--- src/hw/rtl/v3n_pkg.sv ---
// Shared types and constants for the vector3_normalise pipeline.
// No dependencies; every other file refers to it by scoped names.
`timescale 1ns / 1ps

package v3n_pkg;

	localparam int COMP_W      = 32;
	localparam int SUM_W       = 64;
	localparam int SQRT_STAGES = 8;
	localparam int SQRT_STEPS  = 4;
	localparam int DIV_STAGES  = 8;
	localparam int DIV_STEPS   = 4;
	localparam logic [COMP_W-1:0] OUT_ONE = 32'h4000_0000;

	typedef struct packed {
		logic signed [COMP_W-1:0] vec_x;
		logic signed [COMP_W-1:0] vec_y;
		logic signed [COMP_W-1:0] vec_z;
	} vec_in_t;

	typedef struct packed {
		logic signed [COMP_W-1:0] unit_x;
		logic signed [COMP_W-1:0] unit_y;
		logic signed [COMP_W-1:0] unit_z;
		logic                     was_zero;
	} vec_out_t;

	// Values that ride along with an item through the pipeline.
	typedef struct packed {
		logic [2:0][COMP_W-1:0] mag;
		logic [2:0]             neg;
		logic                   zero;
	} side_t;

	typedef struct packed {
		logic [33:0]        rem;
		logic [31:0]        root;
		logic [SUM_W-1:0]   n;
	} sqrt_st_t;

	typedef struct packed {
		logic [2:0][31:0] rem;
		logic [2:0][31:0] n;
		logic [2:0][31:0] q;
		logic [31:0]      root;
	} div_st_t;

endpackage

--- src/hw/rtl/v3n_sqrt.sv ---
// Pipelined digit-by-digit integer square root of the normalized squared length.
// Depends on v3n_pkg.
`timescale 1ns / 1ps

module v3n_sqrt (
	input  logic                      clk,
	input  logic                      arst_n,
	input  logic                      adv,
	input  logic                      valid_in,
	input  v3n_pkg::side_t            side_in,
	input  logic [v3n_pkg::SUM_W-1:0] norm_in,
	output logic                      valid_out,
	output v3n_pkg::side_t            side_out,
	output logic [31:0]               root_out
);

	localparam int N = v3n_pkg::SQRT_STAGES;

	v3n_pkg::sqrt_st_t st_s   [N];
	v3n_pkg::side_t    side_s [N];
	logic [N-1:0]      vld_s;
	v3n_pkg::sqrt_st_t init;

	function automatic v3n_pkg::sqrt_st_t sqrt_steps(input v3n_pkg::sqrt_st_t a);
		v3n_pkg::sqrt_st_t r;
		logic [35:0]       t;
		logic [33:0]       tr;
		r = a;
		for (int j = 0; j < v3n_pkg::SQRT_STEPS; j++) begin
			t  = {r.rem, r.n[63:62]};
			tr = {r.root, 2'b01};
			if (t >= {2'b00, tr}) begin
				r.rem  = 34'(t - {2'b00, tr});
				r.root = {r.root[30:0], 1'b1};
			end else begin
				r.rem  = t[33:0];
				r.root = {r.root[30:0], 1'b0};
			end
			r.n = {r.n[61:0], 2'b00};
		end
		return r;
	endfunction

	always_comb begin
		init.rem  = '0;
		init.root = '0;
		init.n    = norm_in;
	end

	always_ff @(posedge clk or negedge arst_n) begin
		if (!arst_n) begin
			vld_s <= '0;
		end else if (adv) begin
			vld_s <= {vld_s[N-2:0], valid_in};
		end
	end

	always_ff @(posedge clk) begin
		if (adv) begin
			st_s[0]   <= sqrt_steps(init);
			side_s[0] <= side_in;
			for (int k = 1; k < N; k++) begin
				st_s[k]   <= sqrt_steps(st_s[k-1]);
				side_s[k] <= side_s[k-1];
			end
		end
	end

	assign valid_out = vld_s[N-1];
	assign side_out  = side_s[N-1];
	assign root_out  = st_s[N-1].root;

endmodule

--- config.mk ---
export PLATFORM = sky130hd
export DESIGN_NAME = v3n_sqrt
export DESIGN_NICKNAME = d
export VERILOG_FILES = /design/src/hw/rtl/v3n_pkg.sv /design/src/hw/rtl/v3n_sqrt.sv
export SDC_FILE = /design/constraint.sdc
export NUM_CORES = 2
export LEC_CHECK = 0
export ABC_AREA = 1
export BUFFER_PORTS_ARGS = -buffer_cell sky130_fd_sc_hd__buf_2
export CAP_MARGIN = 20
export CORE_UTILIZATION = 25
export CTS_CLUSTER_DIAMETER = 50
export DETAILED_ROUTE_END_ITERATION = 8
export GPL_TIMING_DRIVEN = 0
export PLACE_DENSITY = 0.47
export SLEW_MARGIN = 25
export SYNTH_ARGS = -nofsm -noshare
export SYNTH_HDL_FRONTEND = slang
export SYNTH_SLANG_ARGS = --single-unit
--- constraint.sdc ---
create_clock -name clk -period 19.9 [get_ports clk]
set_input_delay 1.99 -clock clk [delete_from_list [all_inputs] [get_ports clk]]
set_output_delay 1.99 -clock clk [all_outputs]
set_load 0.1 [all_outputs]
==> metrics.cfg <==
[final_layout]
fillCellCount = 43080
areaGrowthSynthToFinish_pct = 15.65
final_cell_mix = nand2_1 (3584), inv_1 (1549), nor2_1 (1440)
drive_above_1_share_pct = 8.888
layout_commonest_cell = nand2_1
nets = 14060

[yosys]
yosysTopAreaCell = edfxtp_1
syn_inst = 12800
synth.area.top_cells = edfxtp_1 (42%), nand2_1 (13%), ha_1 (7.0%)
synth_area_mm2 = 0.09993
synth_edf_count = 1406
synthFlopType = edfxtp_1
ys_async_sr_fraction_pct = 0.5658
seq_area_frac_synth_pct = 42.45
syn_area_per_cell_um2 = 7.807
yosysTopAreaCellShare_pct = 42.25
synth_cell_type_count = 81
synth-seq-cells = 1414
ys.warnings.count = 0

[setup_path]
cp_top_family = buffers and inverters
cp-start-kind = flip-flop
rrSetupSlack_ns = 6.49
cpMaxStageDelayCell = clkbuf_1
crit_path_frequent_cell = nand2_1
crit_path_max_fanout = 12
r2r_end = st_s[1][355]$_DFFE_PP_
arrival_ns = 14.07
rr_worst_depth = 54
crit_buf_inv = 13
worstSetupPathType = reg -> reg
endpoint_kind = flip-flop
required_ns = 20.56
r2r-start = st_s[1][201]$_DFFE_PP_
max_stage_delay_ns = 0.66

[place]
dpl.hpwl_mm = 270.8
place_congestion = 0.9353
io_buffer_count = 300

[power_and_ir_drop]
p_comb_share_pct = 62.1
switching_share_pct = 51.38
p_leak_nw = 49.18
p_sw_mw = 10.65
clock_power_share_pct = 18.1
seqPwrFrac_pct = 19.8
ir_drop_uv = 184.0
power_mw = 20.72
intPower_mw = 10.08
power_density_mw_per_mm2 = 179.3

[floorplanning]
fp-row-count = 231
die_w_um = 634.2
design.core.area_mm2 = 0.3968
top_level_ports = 301
die_area_mm2 = 0.4022
die_y_um = 634.2
start_util_pct = 25.18

[clocking]
root_buffer = clkbuf_16
clockBufferDepth = 4
cts_tree = built
clkLatencyLatePin_ns = 0.96
cts_inserted_buffers = 215
clk_pin_slew_ns = 0.06
postCtsResizedCells = 0
cts_hold_buf = 0
cts_setup_buffers = 0
htreeDepth = 4
cts.sinks = 1414

[min_path]
holdPathStages = 0
hold_path.class = reg -> reg
holdCritStartpoint = side_s[1][132]$_DFFE_PP_
hold_path_end = side_s[1][232]$_DFFE_PP_

[drt]
first_pass_iters = 8
vias = 86990
drt_iter0_markers = 7146
ant_nets = 0
wire_per_inst_um = 17.85
routed_wl_mm = 334.8
viasPerCell = 4.638
drc = 0

[sta]
slew_headroom_pct = 33.02
clock.fmax_mhz = 74.54
tns_ns = 0
hold_ws_ns = 0.3596
skew_ns = 0.05772
grt_setup_unrepaired = false
timing.final.crit_share_pct = 67.41
finalHoldViolCount = 0
finalCriticalPeriod_ns = 13.41
slew_violations = 0
worst_slew_pin_slew_ns = 0.9942
setup_viol = 0

[global_routing]
grt_overflow_total = 0
antenna_found_initial = 20
grt_pass1_wl_mm = 500.0
grt_max_degree = 135
grt_pass1_vias = 82510
grt_use_total_pct = 16.13

[run_status]
status = completed

[job]
cap_violations = 0

-- final cells by class --
cell class / instances / area [µm²] / share of cell area [%]
multi-input combinational: 9512 / 49570 / 42.89
sequential: 1414 / 42420 / 36.71
tap: 5242 / 6559 / 5.675
inverter: 1594 / 5995 / 5.187
clock buffer: 234 / 5451 / 4.717
buffer: 280 / 1949 / 1.687
timing repair buffer: 312 / 1847 / 1.598
clock inverter: 166 / 1772 / 1.533
antenna: 4 / 10.01 / 0.008661
-- cell usage after synthesis, types with 15 or more instances --
cell      count
or2_2        46
nor2_1     1440
nor2_4       16
o21bai_1     35
and2_1       17
a21oi_2      32
ha_1        559
edfxtp_1   1406
a211oi_1     15
buf_2        28
buf_4       147
nor3_1      159
xnor2_1     270
inv_1      1549
a31oi_1      60
o21ai_0     694
nand2_2      48
nand2_1    3584
a21boi_0     15
o21a_1       59
nand3b_1    100
nand4_1     241
nor4_1       31
a21oi_1     708
clkbuf_1     57
xor2_1      198
buf_6        32
nand3_2      40
a21o_1       30
o21ai_1      35
o21ai_2      16
inv_2        29
nor2_2       56
o211ai_1     19
nand3_1     881
-- cell families (layout without fill, tap and decap cells) --
logic type / Yosys count / count (layout) / synth area share (%)
buffers and inverters: 1874 / 2586 / 7.950
AND/OR/NAND/NOR: 6720 / 6720 / 28.79
flip-flops: 1414 / 1414 / 42.45
other: 1 / 6 / 0.003753
XOR/XNOR: 468 / 468 / 4.102
AO/OA/AOI/OAI: 1757 / 1757 / 9.636
multiplexers: 6 / 6 / 0.06261
adder cells (fa/ha/maj): 559 / 559 / 6.999
-- state kept, by name, indices dropped and copies added (netlist names) --
name and cells:
side_s 800, st_s 606, vld_s 8
-- power by group through the flow --
| stage | clock network [mW] | logic, mW | registers, mW |
|---|---|---|---|
| final | 3.75 | 12.9 | 4.10 |
| after floorplan | 0 | 9.09 | 4.03 |
| after global routing | 4.03 | 14.4 | 4.13 |
| after CTS | 3.92 | 12.7 | 4.11 |
| after global placement | 0 | 12.7 | 4.31 |
| after detailed placement | 0 | 12.7 | 4.17 |
-- metrics by stage --
stage / worst slack, ns / utilization (%) / std cells / instance area (µm²)
after floorplan: 11.38 / - / 12800 / 99930
after global placement: -9.024 / 27.21 / 18340 / 108000
after detailed placement: 6.761 / 27.30 / 18350 / 108300
after CTS: 6.701 / 29.12 / 18750 / 115600
after global routing: 5.598 / 29.12 / 18760 / 115600
final: 6.485 / 29.12 / 18760 / 115600
-- metal layers --
metal	global-route usage, %	part of all wire, %	wire (µm)
met1	21.96	46	155200
met3	1.863	4.9	16370
met4	5.435	3.5	11790
met2	26.42	45	151300
met5	0	0.020	68
-- worst max path at each step --
stage,endpoint,cells after the start,start
floorplan,st_s[1][338]$_DFFE_PP_,56,st_s[1][183]$_DFFE_PP_
global placement,vld_s[2]$_DFFE_PN0P_,2,adv
detailed placement,st_s[1][355]$_DFFE_PP_,54,st_s[1][195]$_DFFE_PP_
CTS,st_s[1][355]$_DFFE_PP_,54,st_s[1][195]$_DFFE_PP_
global route,st_s[1][355]$_DFFE_PP_,55,st_s[1][195]$_DFFE_PP_
finish,st_s[1][355]$_DFFE_PP_,54,st_s[1][201]$_DFFE_PP_
-- worst reg2reg max path: cells and delay by family (launching register included) --
family,cells,cell delay (ns)
AND/OR/NAND/NOR,20,2.93
flip-flops,1,0.57
AO/OA/AOI/OAI,17,3.86
adder cells (fa/ha/maj),4,1.60
buffers and inverters,13,4.19
Note: power is estimated with default switching activity, not from simulation.
